### src/rtl/sixteen_bit_instruction_decoder_unit_assert.svh
// Assertion macros for the instruction decoder unit.
// Expects a clock named clock and a reset named reset in the using module.
`ifndef SIXTEEN_BIT_INSTRUCTION_DECODER_UNIT_ASSERT_SVH
`define SIXTEEN_BIT_INSTRUCTION_DECODER_UNIT_ASSERT_SVH

`ifndef SYNTHESIS

`define SBID_ASSERT_IMPLIES(label, ante, cons) \
   label: assert property (@(posedge clock) disable iff (reset) (ante) |-> (cons)) \
      else $error("sbid assertion failed");

`define SBID_ASSERT_NEXT(label, ante, cons) \
   label: assert property (@(posedge clock) disable iff (reset) (ante) |=> (cons)) \
      else $error("sbid assertion failed");

`else

`define SBID_ASSERT_IMPLIES(label, ante, cons)

`define SBID_ASSERT_NEXT(label, ante, cons)

`endif

`endif

### src/rtl/sbid_pkg.sv
// Types and codes shared by the instruction decoder unit.
// No dependencies.
`timescale 1ns / 1ps

package sbid_pkg;

   typedef enum logic [4:0] {
      MN_FILL    = 5'd0,
      MN_NOP     = 5'd1,
      MN_BR      = 5'd2,
      MN_ADD     = 5'd3,
      MN_ADDI    = 5'd4,
      MN_MUL     = 5'd5,
      MN_SUB     = 5'd6,
      MN_DIV     = 5'd7,
      MN_CMP     = 5'd8,
      MN_CMPU    = 5'd9,
      MN_CMPI    = 5'd10,
      MN_CMPIU   = 5'd11,
      MN_JSR     = 5'd12,
      MN_JSRR    = 5'd13,
      MN_AND     = 5'd14,
      MN_ANDI    = 5'd15,
      MN_NOT     = 5'd16,
      MN_OR      = 5'd17,
      MN_XOR     = 5'd18,
      MN_LDR     = 5'd19,
      MN_STR     = 5'd20,
      MN_RTI     = 5'd21,
      MN_CONST   = 5'd22,
      MN_SLL     = 5'd23,
      MN_SRA     = 5'd24,
      MN_SRL     = 5'd25,
      MN_MOD     = 5'd26,
      MN_JMPR    = 5'd27,
      MN_JMP     = 5'd28,
      MN_HICONST = 5'd29,
      MN_TRAP    = 5'd30,
      MN_ILLEGAL = 5'd31
   } mnemonic_type;

   localparam logic [3:0] OP_BR      = 4'h0;
   localparam logic [3:0] OP_ARITH   = 4'h1;
   localparam logic [3:0] OP_CMP     = 4'h2;
   localparam logic [3:0] OP_JSR     = 4'h4;
   localparam logic [3:0] OP_LOGIC   = 4'h5;
   localparam logic [3:0] OP_LDR     = 4'h6;
   localparam logic [3:0] OP_STR     = 4'h7;
   localparam logic [3:0] OP_RTI     = 4'h8;
   localparam logic [3:0] OP_CONST   = 4'h9;
   localparam logic [3:0] OP_SHIFT   = 4'hA;
   localparam logic [3:0] OP_JMP     = 4'hC;
   localparam logic [3:0] OP_HICONST = 4'hD;
   localparam logic [3:0] OP_TRAP    = 4'hF;

   localparam logic [1:0] SUB_ADD = 2'd0;
   localparam logic [1:0] SUB_MUL = 2'd1;
   localparam logic [1:0] SUB_SUB = 2'd2;
   localparam logic [1:0] SUB_DIV = 2'd3;

   localparam logic [1:0] SUB_AND = 2'd0;
   localparam logic [1:0] SUB_NOT = 2'd1;
   localparam logic [1:0] SUB_OR  = 2'd2;
   localparam logic [1:0] SUB_XOR = 2'd3;

   localparam logic [1:0] SUB_CMP   = 2'd0;
   localparam logic [1:0] SUB_CMPU  = 2'd1;
   localparam logic [1:0] SUB_CMPI  = 2'd2;
   localparam logic [1:0] SUB_CMPIU = 2'd3;

   localparam logic [1:0] SUB_SLL = 2'd0;
   localparam logic [1:0] SUB_SRA = 2'd1;
   localparam logic [1:0] SUB_SRL = 2'd2;
   localparam logic [1:0] SUB_MOD = 2'd3;

   typedef struct packed {
      logic [15:0] word_address;
      logic [15:0] instruction_word;
   } req_word_type;

   typedef struct packed {
      mnemonic_type       mnemonic;
      logic [2:0]         branch_condition;
      logic [2:0]         dest_register;
      logic [2:0]         source_register;
      logic [2:0]         second_register;
      logic signed [15:0] immediate_value;
      logic [15:0]        target_address;
      logic               target_valid;
   } rsp_word_type;

endpackage

### src/rtl/sbid_req_if.sv
// Request channel: address and instruction word with valid/ready.
// Depends on sbid_pkg.
`timescale 1ns / 1ps

interface sbid_req_if;
   logic                  valid;
   logic                  ready;
   sbid_pkg::req_word_type data;

   modport source (output valid, output data, input ready);
   modport sink (input valid, input data, output ready);
endinterface

### src/rtl/sbid_rsp_if.sv
// Response channel: decoded instruction word with valid/ready.
// Depends on sbid_pkg.
`timescale 1ns / 1ps

interface sbid_rsp_if;
   logic                  valid;
   logic                  ready;
   sbid_pkg::rsp_word_type data;

   modport source (output valid, output data, input ready);
   modport sink (input valid, input data, output ready);
endinterface

### src/rtl/sbid_decode.sv
// Combinational decode of one address/instruction word into its fields.
// Depends on sbid_pkg.
`timescale 1ns / 1ps

module sbid_decode (
   input  sbid_pkg::req_word_type req_word,
   output sbid_pkg::rsp_word_type rsp_word
);

   logic [15:0] addr;
   logic [15:0] w;
   logic [15:0] imm9;
   logic [15:0] imm11;

   assign addr  = req_word.word_address;
   assign w     = req_word.instruction_word;
   assign imm9  = {{7{w[8]}}, w[8:0]};
   assign imm11 = {{5{w[10]}}, w[10:0]};

   always_comb begin
      rsp_word                  = '0;
      rsp_word.mnemonic         = sbid_pkg::MN_ILLEGAL;
      if (addr inside {[16'h2000:16'h7FFF], [16'hA000:16'hFFFF]}) begin
         rsp_word.mnemonic        = sbid_pkg::MN_FILL;
         rsp_word.immediate_value = w;
      end else begin
         case (w[15:12])
            sbid_pkg::OP_BR: begin
               rsp_word.branch_condition = w[11:9];
               rsp_word.immediate_value  = imm9;
               if (w[11:9] == 3'd0) begin
                  rsp_word.mnemonic = sbid_pkg::MN_NOP;
               end else begin
                  rsp_word.mnemonic       = sbid_pkg::MN_BR;
                  rsp_word.target_address = addr + 16'd1 + imm9;
                  rsp_word.target_valid   = 1'b1;
               end
            end
            sbid_pkg::OP_ARITH: begin
               rsp_word.dest_register   = w[11:9];
               rsp_word.source_register = w[8:6];
               if (w[5]) begin
                  rsp_word.mnemonic        = sbid_pkg::MN_ADDI;
                  rsp_word.immediate_value = {{11{w[4]}}, w[4:0]};
               end else begin
                  rsp_word.second_register = w[2:0];
                  case (w[4:3])
                     sbid_pkg::SUB_ADD: rsp_word.mnemonic = sbid_pkg::MN_ADD;
                     sbid_pkg::SUB_MUL: rsp_word.mnemonic = sbid_pkg::MN_MUL;
                     sbid_pkg::SUB_SUB: rsp_word.mnemonic = sbid_pkg::MN_SUB;
                     default:           rsp_word.mnemonic = sbid_pkg::MN_DIV;
                  endcase
               end
            end
            sbid_pkg::OP_LOGIC: begin
               rsp_word.dest_register   = w[11:9];
               rsp_word.source_register = w[8:6];
               if (w[5]) begin
                  rsp_word.mnemonic        = sbid_pkg::MN_ANDI;
                  rsp_word.immediate_value = {{11{w[4]}}, w[4:0]};
               end else begin
                  rsp_word.second_register = w[2:0];
                  case (w[4:3])
                     sbid_pkg::SUB_AND: rsp_word.mnemonic = sbid_pkg::MN_AND;
                     sbid_pkg::SUB_NOT: begin
                        rsp_word.mnemonic        = sbid_pkg::MN_NOT;
                        rsp_word.second_register = 3'd0;
                     end
                     sbid_pkg::SUB_OR:  rsp_word.mnemonic = sbid_pkg::MN_OR;
                     default:           rsp_word.mnemonic = sbid_pkg::MN_XOR;
                  endcase
               end
            end
            sbid_pkg::OP_CMP: begin
               rsp_word.source_register = w[11:9];
               case (w[8:7])
                  sbid_pkg::SUB_CMP: begin
                     rsp_word.mnemonic        = sbid_pkg::MN_CMP;
                     rsp_word.second_register = w[2:0];
                  end
                  sbid_pkg::SUB_CMPU: begin
                     rsp_word.mnemonic        = sbid_pkg::MN_CMPU;
                     rsp_word.second_register = w[2:0];
                  end
                  sbid_pkg::SUB_CMPI: begin
                     rsp_word.mnemonic        = sbid_pkg::MN_CMPI;
                     rsp_word.immediate_value = {{9{w[6]}}, w[6:0]};
                  end
                  default: begin
                     rsp_word.mnemonic        = sbid_pkg::MN_CMPIU;
                     rsp_word.immediate_value = {9'd0, w[6:0]};
                  end
               endcase
            end
            sbid_pkg::OP_JSR: begin
               if (w[11]) begin
                  rsp_word.mnemonic        = sbid_pkg::MN_JSR;
                  rsp_word.immediate_value = imm11;
                  rsp_word.target_address  = {addr[15], w[10:0], 4'd0};
                  rsp_word.target_valid    = 1'b1;
               end else begin
                  rsp_word.mnemonic        = sbid_pkg::MN_JSRR;
                  rsp_word.source_register = w[8:6];
               end
            end
            sbid_pkg::OP_LDR, sbid_pkg::OP_STR: begin
               rsp_word.mnemonic        = (w[15:12] == sbid_pkg::OP_LDR) ?
                                          sbid_pkg::MN_LDR : sbid_pkg::MN_STR;
               rsp_word.dest_register   = w[11:9];
               rsp_word.source_register = w[8:6];
               rsp_word.immediate_value = {{10{w[5]}}, w[5:0]};
            end
            sbid_pkg::OP_RTI: begin
               rsp_word.mnemonic = sbid_pkg::MN_RTI;
            end
            sbid_pkg::OP_CONST: begin
               rsp_word.mnemonic        = sbid_pkg::MN_CONST;
               rsp_word.dest_register   = w[11:9];
               rsp_word.immediate_value = imm9;
            end
            sbid_pkg::OP_SHIFT: begin
               rsp_word.dest_register   = w[11:9];
               rsp_word.source_register = w[8:6];
               case (w[5:4])
                  sbid_pkg::SUB_MOD: begin
                     rsp_word.mnemonic        = sbid_pkg::MN_MOD;
                     rsp_word.second_register = w[2:0];
                  end
                  sbid_pkg::SUB_SLL: begin
                     rsp_word.mnemonic        = sbid_pkg::MN_SLL;
                     rsp_word.immediate_value = {12'd0, w[3:0]};
                  end
                  sbid_pkg::SUB_SRA: begin
                     rsp_word.mnemonic        = sbid_pkg::MN_SRA;
                     rsp_word.immediate_value = {12'd0, w[3:0]};
                  end
                  default: begin
                     rsp_word.mnemonic        = sbid_pkg::MN_SRL;
                     rsp_word.immediate_value = {12'd0, w[3:0]};
                  end
               endcase
            end
            sbid_pkg::OP_JMP: begin
               if (w[11]) begin
                  rsp_word.mnemonic        = sbid_pkg::MN_JMP;
                  rsp_word.immediate_value = imm11;
                  rsp_word.target_address  = addr + 16'd1 + imm11;
                  rsp_word.target_valid    = 1'b1;
               end else begin
                  rsp_word.mnemonic        = sbid_pkg::MN_JMPR;
                  rsp_word.source_register = w[8:6];
               end
            end
            sbid_pkg::OP_HICONST: begin
               rsp_word.mnemonic        = sbid_pkg::MN_HICONST;
               rsp_word.dest_register   = w[11:9];
               rsp_word.immediate_value = {8'd0, w[7:0]};
            end
            sbid_pkg::OP_TRAP: begin
               rsp_word.mnemonic        = sbid_pkg::MN_TRAP;
               rsp_word.immediate_value = {8'd0, w[7:0]};
            end
            default: begin
               rsp_word.mnemonic = sbid_pkg::MN_ILLEGAL;
            end
         endcase
      end
   end

endmodule

### src/rtl/sixteen_bit_instruction_decoder_unit.sv
// Instruction decoder unit, top level: input register, decode, result register.
// Depends on sbid_pkg, sbid_req_if, sbid_rsp_if, sbid_decode and the assert header.
//
// Decodes one 16-bit word per cycle while rsp_port takes results, given with its
// address, into mnemonic, branch condition, register numbers, extended immediate
// and branch/jump target. A word accepted on req_port sits in the input register
// while the decode logic works on it, and its result is then captured in the
// result register and presented on rsp_port. The input stage takes a word
// whenever it is empty or the result register takes its word, so a new word is
// taken every cycle while rsp_port keeps taking results, and one more word is
// held while a result waits.
`timescale 1ns / 1ps
`include "sixteen_bit_instruction_decoder_unit_assert.svh"

module sixteen_bit_instruction_decoder_unit (
   input logic        clock,
   input logic        reset,
   sbid_req_if.sink   req_port,
   sbid_rsp_if.source rsp_port
);

   logic                   in_valid_ff;
   logic                   in_valid_in;
   sbid_pkg::req_word_type in_data_ff;
   logic                   out_valid_ff;
   logic                   out_valid_in;
   sbid_pkg::rsp_word_type out_data_ff;
   sbid_pkg::rsp_word_type decoded;
   logic                   out_take;
   logic                   in_take;

   assign out_take = !out_valid_ff || rsp_port.ready;
   assign in_take  = !in_valid_ff || out_take;

   assign req_port.ready = in_take;
   assign rsp_port.valid = out_valid_ff;
   assign rsp_port.data  = out_data_ff;

   assign in_valid_in  = in_take ? req_port.valid : in_valid_ff;
   assign out_valid_in = out_take ? in_valid_ff : out_valid_ff;

   sbid_decode u_decode (
      .req_word (in_data_ff),
      .rsp_word (decoded)
   );

   always_ff @(posedge clock) begin
      if (reset) begin
         in_valid_ff  <= 1'b0;
         out_valid_ff <= 1'b0;
      end else begin
         in_valid_ff  <= in_valid_in;
         out_valid_ff <= out_valid_in;
      end
   end

   always_ff @(posedge clock) begin
      if (in_take && req_port.valid) begin
         in_data_ff <= req_port.data;
      end
      if (out_take && in_valid_ff) begin
         out_data_ff <= decoded;
      end
   end

   `SBID_ASSERT_IMPLIES(a_target_kind, out_valid_ff && out_data_ff.target_valid,
      out_data_ff.mnemonic == sbid_pkg::MN_BR || out_data_ff.mnemonic == sbid_pkg::MN_JMP ||
      out_data_ff.mnemonic == sbid_pkg::MN_JSR)
   `SBID_ASSERT_IMPLIES(a_illegal_clear,
      out_valid_ff && out_data_ff.mnemonic == sbid_pkg::MN_ILLEGAL,
      out_data_ff.target_valid == 1'b0 && out_data_ff.immediate_value == 16'sd0 &&
      out_data_ff.dest_register == 3'd0)
   `SBID_ASSERT_NEXT(a_in_hold, in_valid_ff && !out_take, in_valid_ff && $stable(in_data_ff))
   `SBID_ASSERT_NEXT(a_advance, in_valid_ff && out_take, out_valid_ff)

endmodule
### src/flat_wrapper.sv
// flat-port wrapper written by rule: the top's interface ports become plain ports
module sixteen_bit_instruction_decoder_unit_flat 
  (clock, reset, req_port_valid, req_port_data, req_port_ready, rsp_port_valid, rsp_port_data, rsp_port_ready);
  sbid_req_if req_port_i ();
  sbid_rsp_if rsp_port_i ();
  input logic clock;
  input logic reset;
  input wire logic [$bits(req_port_i.valid)-1:0] req_port_valid;
  input wire logic [$bits(req_port_i.data)-1:0] req_port_data;
  output wire logic [$bits(req_port_i.ready)-1:0] req_port_ready;
  output wire logic [$bits(rsp_port_i.valid)-1:0] rsp_port_valid;
  output wire logic [$bits(rsp_port_i.data)-1:0] rsp_port_data;
  input wire logic [$bits(rsp_port_i.ready)-1:0] rsp_port_ready;
  assign req_port_i.valid = req_port_valid;
  assign req_port_i.data = req_port_data;
  assign req_port_ready = req_port_i.ready;
  assign rsp_port_valid = rsp_port_i.valid;
  assign rsp_port_data = rsp_port_i.data;
  assign rsp_port_i.ready = rsp_port_ready;
  sixteen_bit_instruction_decoder_unit u_core (.clock(clock), .reset(reset), .req_port(req_port_i), .rsp_port(rsp_port_i));
endmodule
### config.mk
export PLATFORM = sky130hd
export DESIGN_NAME = sixteen_bit_instruction_decoder_unit_flat
export DESIGN_NICKNAME = d
export VERILOG_FILES = /design/src/rtl/sbid_pkg.sv /design/src/rtl/sbid_req_if.sv /design/src/rtl/sbid_rsp_if.sv /design/src/rtl/sbid_decode.sv /design/src/rtl/sixteen_bit_instruction_decoder_unit.sv /design/src/flat_wrapper.sv
export VERILOG_INCLUDE_DIRS = /design/src /design/src/rtl
export SDC_FILE = /design/constraint.sdc
export NUM_CORES = 1
export LEC_CHECK = 0
export BUFFER_PORTS_ARGS = -buffer_cell sky130_fd_sc_hd__buf_2
export CORE_UTILIZATION = 57
export DETAILED_ROUTE_END_ITERATION = 10
export PLACE_DENSITY = 0.91
export SLEW_MARGIN = 5
export SYNTH_ARGS = -nofsm -noshare
export SYNTH_HDL_FRONTEND = slang
export SYNTH_SLANG_ARGS = --single-unit
### constraint.sdc
create_clock -name clock -period 4.5 [get_ports clock]
set_input_delay 0.225 -clock clock [delete_from_list [all_inputs] [get_ports clock]]
set_output_delay 0.225 -clock clock [all_outputs]
set_load 0.1 [all_outputs]
Word-level counts from Yosys, hierarchy flattened --
Cells that the tools add are included.
Word-level totals: input bits 36, output and inout bits 52, logic and storage cells 91, register bits after elaboration 84
Operators by class: $add $sub $neg 3, reductions and logical operators 24, eq/ne operators 18, mux-type cells 28, bitwise operators 2, magnitude comparators 4
Operators with widths (number):
- $pmux W16 S8 | 1
- $mux W33 | 2
- $pmux W5 S12 | 1
- $pmux W17 S3 | 1
- $add A16 B16 Y16 | 2
- $mux W16 | 2
- $pmux W16 S2 | 1
- $eq A4 B4 Y1 const B | 6
- $mux W3 | 8
- $pmux W3 S3 | 2
- $mux W17 | 1
- $add A16 B1 Y16 const B | 1
- $eq A4 B3 Y1 const B | 4
- $ge A16 B14 Y1 const B | 1
- $ge A16 B16 Y1 const B | 1
- $le A16 B15 Y1 const B | 1
- $le A16 B16 Y1 const B | 1
- $reduce_or A2 Y1 | 8
- $pmux W5 S3 | 1
- $pmux W3 S4 | 1
- $pmux W4 S3 | 1
- $mux W5 | 2
- $reduce_or A7 Y1 | 1
- $eq A2 B1 Y1 const B | 3
- other kinds (16) | 26

Longest topological paths before layout --
depth after elaboration 5, mapped depth 14, depth with buffers taken out 14

By module --
Synthesis repeated with hierarchy kept, for this count alone.
Unflattened totals: cell total of the unflattened synthesis 492, area total of the unflattened synthesis 5238.8 um^2
Modules (own cells, without submodules):
- sbid_decode | times used 1, sequential area each 0.0 um^2, cells an instance 400, area an instance 2672.6 um^2
- sixteen_bit_instruction_decoder_unit | times used 1, sequential area each 2502.4 um^2, cells an instance 92, area an instance 2566.2 um^2

Worst setup path before layout --
Ideal clock, no wire load.
path type flip-flop to flip-flop, start point register u_core.out_valid_ff, in the netlist u_core.rsp_port.valid, end point register u_core.out_data_ff, in the netlist u_core.rsp_port.data[0] (enable), clock period less this slack 3.658 ns, slack 0.842 ns, data required time 4.036 ns, path buffers 0, library setup time 0.464 ns, arrival 3.194 ns, stages on the path, launching flop included 3, cells stage by stage dfxtp_1 -> nor2b_1 -> nor2b_1
On the way: cells in the longest elaborated chain, start to end 3
Ends and longest elaborated chain:
- start: declaration | RTL line sixteen_bit_instruction_decoder_unit.sv:25 | logic out_valid_ff;
- start signal: assignment | RTL line sixteen_bit_instruction_decoder_unit.sv:53 | out_valid_ff <= out_valid_in;
- $logic_not A1 Y1 | RTL line sixteen_bit_instruction_decoder_unit.sv:32 | assign out_take = !out_valid_ff || rsp_port.ready;
- $logic_or A1 B1 Y1 | RTL line sixteen_bit_instruction_decoder_unit.sv:32
- $logic_and A1 B1 Y1 | RTL line sixteen_bit_instruction_decoder_unit.sv:61 | if (out_take && in_valid_ff) begin
- end signal: assignment | RTL line sixteen_bit_instruction_decoder_unit.sv:62 | out_data_ff <= decoded;
- end: declaration | RTL line sixteen_bit_instruction_decoder_unit.sv:27 | sbid_pkg::rsp_word_type out_data_ff;
No other way between the ends. A chain may end at the register's enable or synchronous reset.

Worst setup path after layout --
start point register u_core.in_data_ff[16] (netlist name), end point register u_core.out_data_ff, in the netlist u_core.rsp_port.data[16], data pin
On the way: cells in the longest elaborated chain, start to end 4, elaborated cells on any way between the ends 13, classes of those cells add/sub: 3; order compare: 4; mux: 3; reduce/logical: 3
Ends and longest elaborated chain:
- start: declaration | RTL line sixteen_bit_instruction_decoder_unit.sv:24 | sbid_pkg::req_word_type in_data_ff;
- start signal: assignment | RTL line sixteen_bit_instruction_decoder_unit.sv:59 | in_data_ff <= req_port.data;
- $add A16 B1 Y16 | RTL line sbid_decode.sv:35, sbid_decode.sv:147
- $add A16 B16 Y16, on equally long branches | RTL line sbid_decode.sv:147, sbid_decode.sv:35
- $mux W33 / $mux W17 (equally long branches) | RTL line sbid_decode.sv:144, sbid_decode.sv:31
- $pmux W17 S3 | RTL line sbid_decode.sv:27 | case (w[15:12])
Several ways; a longest one is shown, not always the timed one.

==> reports/results.txt <==
The run finished with clean final reports. The fraction of the cycle the final worst path needs is 0.730. The biggest cell delay along the critical path was 0.42 ns. The final hold violation count came out at 0. The critical path goes through ha_1 -> nand4_1 -> nor2_1 -> xor2_1 -> ha_1 -> a21o_1 -> nand2_2 -> nand2_1 -> a2111o_1 -> o22ai_2 -> xnor2_1 -> or3_1 -> a41oi_2. The tools report the final wirelength as 11.4 mm. At the worst endpoint, the required time is 4.71 ns. The count of final max-slew check failures is 0, and the number of DRC violations after detailed-routing iteration 0 is 219. Based on the critical path, the design can be clocked at up to 0.304 GHz. For this design, the CTS-stage hold fixing added 0 buffers.

The starting utilization of the core area is 0.602. Summing internal, switching and leakage power gives 1.99 mW. From bottom edge to top edge, the die measures 96.1 µm. The clock input transition at the sequential cells of the worst setup and hold paths works out to 0.09 ns. After clock tree synthesis, the setup repair step added 0 buffers.

On the final layout, the worst clock skew is 0.00877 ns. During synthesis, Yosys emitted a total of 0 warnings. The H-tree depth was 3. The HPWL after detailed placement is 8.35 mm. The share of power burned in combinational logic is 0.246, and the routed wirelength normalized by instance count is 17.1 µm. TritonCTS built the clock tree. After technology mapping, the gate count stands at 478. In the routed layout, each cell is associated on average with a via count of 6.00. Relative to the synthesized area, the layout overhead comes to 13.7%. In this run the tool buffered the top-level ports with 87 buffer cells. The most prevalent standard cell on the critical path is sky130_fd_sc_hd__ha_1. The areal power density over the cells is 347 nW/µm². The total overflow left after global routing is 0.

The die is 96.1 µm wide. The path class of the tightest hold or removal check is in -> reg. The run gives 0 as the post-cts repair resize count. The number of nets handed over by synthesis was 547.

The relative slew slack was 0.372; the setup slack at placement was 1.24 ns. For the number of placement rows, the log shows 33. The tools report the relative contribution of sequential cells to total power as 0.478.

The clock latency on the worst-skew pair came out at 0.37 ns. The switching portion of total power came out at 0.345. The logs give 0 for the number of antenna violations at the first check in global routing and 0 for the max capacitance violation total. The sequential element share of the synthesized area is 0.496, and the area enclosed by the die boundary is 9240 µm². The biggest fanout along the worst timing path was 5. In this run the clock root is driven by a sky130_fd_sc_hd__clkbuf_8. Number of global-route vias before repair: 3,917. The CTS buffer count is 9, and the remaining antenna violation count is 0. The critical setup path kind was reg -> reg.

Yosys mapped a number of flops with a built-in enable equal to 82. The logs give 8380 µm² for the area of the placeable core and 4,012 for the detailed-route via count. The async set-or-reset flop fraction in the synthesized netlist works out to 0. The maximum count of clock buffers along a single path is 2, and the mean post-synth cell area is 10.6 µm².

The layout cell share with drive strength beyond 1 is 0.207. Leaving out fill and tap cells, the most frequent cells in the layout are sky130_fd_sc_hd__buf_2 (87), sky130_fd_sc_hd__edfxtp_1 (82), sky130_fd_sc_hd__nor2_1 (43). Counting flops and latches in the post-synthesis netlist gives 84. For the worst setup slack after layout, the log shows 1.21 ns.

Setup repair after global routing left no endpoint under its margin. Routability-driven placement finished with a final weighted congestion of 0.923. Setup total negative slack on the finished layout was measured at 0 ns. The static leakage is 2.29 nW.

0 antenna diodes ended up in the layout. The first global-routing pass estimated 18.6 mm of wire. Across the VDD grid, the largest voltage drop is 0.000222 V.

The pin count of the biggest net entering global routing was 51; the count of unresolved DRC violations after routing was 0. Global-route usage over all layers: 0.271. The worst setup path is launched from a register. The element type at the critical path end was a register. Leaving out fill and tap cells, the most frequent cell in the layout is sky130_fd_sc_hd__buf_2.

Slowest cell on the critical path: sky130_fd_sc_hd__edfxtp_1. The analysis attributes to net switching a power of 0.687 mW. For the pin with the worst max-slew slack, the measured transition is 0.942 ns. After filler insertion, the fill cell instance count of the layout stands at 652. After synthesis, the netlist uses 66 different library cells. Top flip-flop cell by instance count after synthesis: sky130_fd_sc_hd__edfxtp_1. The fraction of power consumed by the clock network came out at 0.276. The shortest clock period the worst path allows after layout is 3.29 ns, and the data arrival time of the critical path is 3.49 ns. The first TritonRoute pass finished after 5 iterations. In this run the cell area of the synthesized design comes to 5050 µm². Setup violations remaining at the end of the flow were counted as 0. During I/O placement, the number of pins put on the boundary was 88.

The internal power of the cells totals 1.30 mW. The clock net in this run drives a total of 84 sinks. For this run, the post-layout net count is 628. Across all hold checks on the routed design, the worst slack comes to 0.0110 ns.
[power by group through the flow]
| stage | Combinational [mW] | Clock (mW) | Sequential (mW) |
|---|---|---|---|
| after global routing | 0.526 | 0.586 | 0.958 |
| after CTS | 0.487 | 0.558 | 0.951 |
| after global placement | 0.474 | 0 | 0.967 |
| after floorplan | 0.238 | 0 | 1.12 |
| after detailed placement | 0.485 | 0 | 0.969 |
| final | 0.490 | 0.550 | 0.952 |
[final timing paths]
kind / cells after the start / end / slack (ns) / start
min reg2reg: 2 / u_core.rsp_port.valid / 0.57 / u_core.in_valid_ff
max: 13 / u_core.rsp_port.data[16] / 1.21 / u_core.in_data_ff[16]
max reg2reg: 13 / u_core.rsp_port.data[16] / 1.21 / u_core.in_data_ff[16]
min: 2 / u_core.rsp_port.valid / 0.01 / reset
[metal layers]
layer / track usage / up-vias / part of all wire
met5: 0 / - / 0
met4: 0.122 / 0 / 0.032
met3: 0.0395 / 33 / 0.063
met2: 0.478 / 168 / 0.49
met1: 0.326 / 1875 / 0.41
li1: - / 1936 / -
[flip-flops by register name, summed over array words and instances, names as in the netlist]
name and flops:
u_core.in_valid_ff 1, u_core.rsp_port.data 50, u_core.rsp_port.valid 1, u_core.in_data_ff 32
[layout make-up]
cell class                 instances  area (µm²)  share of cell area
clock inverter                     7        76.3              0.0133
clock buffer                       9         124              0.0216
inverter                          18        67.6              0.0118
sequential                        84        2500               0.436
tap                              105         131              0.0229
multi-input combinational        357        2390               0.416
timing repair buffer              89         450              0.0784
[per-stage QoR]
step / util / instances / area, µm²
after floorplan: - / 478 / 5050
after detailed placement: 0.661 / 653 / 5540
final: 0.685 / 669 / 5740
after CTS: 0.685 / 669 / 5740
after global routing: 0.685 / 669 / 5740
after global placement: 0.661 / 653 / 5540
[cells in the mapped netlist (8+ instances only)]
library cell	number	area [µm²]
sky130_fd_sc_hd__xnor2_1	18	158
sky130_fd_sc_hd__a21o_1	16	120
sky130_fd_sc_hd__nand2_1	38	143
sky130_fd_sc_hd__nand3_1	15	75.1
sky130_fd_sc_hd__nor2_1	43	161
sky130_fd_sc_hd__clkbuf_1	12	45.0
sky130_fd_sc_hd__nor3_1	13	65.1
sky130_fd_sc_hd__o21ai_1	20	100
sky130_fd_sc_hd__edfxtp_1	82	2460
sky130_fd_sc_hd__xor2_1	15	131
sky130_fd_sc_hd__a21oi_1	26	130
sky130_fd_sc_hd__and2_1	12	75.1
sky130_fd_sc_hd__ha_1	32	400
sky130_fd_sc_hd__nor2b_1	8	50.1
sky130_fd_sc_hd__inv_1	14	52.6
sky130_fd_sc_hd__o21ai_0	10	50.1
[kinds of logic after synthesis]
group,Yosys count,share of synthesized area
muxes,3,0.00595
AOI/OAI and AO/OA,129,0.172
and+or+nand+nor,159,0.153
xor gates and xnor gates,33,0.0572
buffers and inverters,37,0.0325
adders and majority gates,33,0.0833
DFF,84,0.496
[critical path: cells and delay by family (launching register included)]
| family | cells | cell delay, ns |
|---|---|---|
| adder cells (fa/ha/maj) | 2 | 0.55 |
| XOR/XNOR | 2 | 0.34 |
| AND/OR/NAND/NOR | 5 | 0.87 |
| AO/OA/AOI/OAI | 4 | 0.93 |
| flip-flops | 1 | 0.42 |
Note: power is estimated with default switching activity, not from simulation.
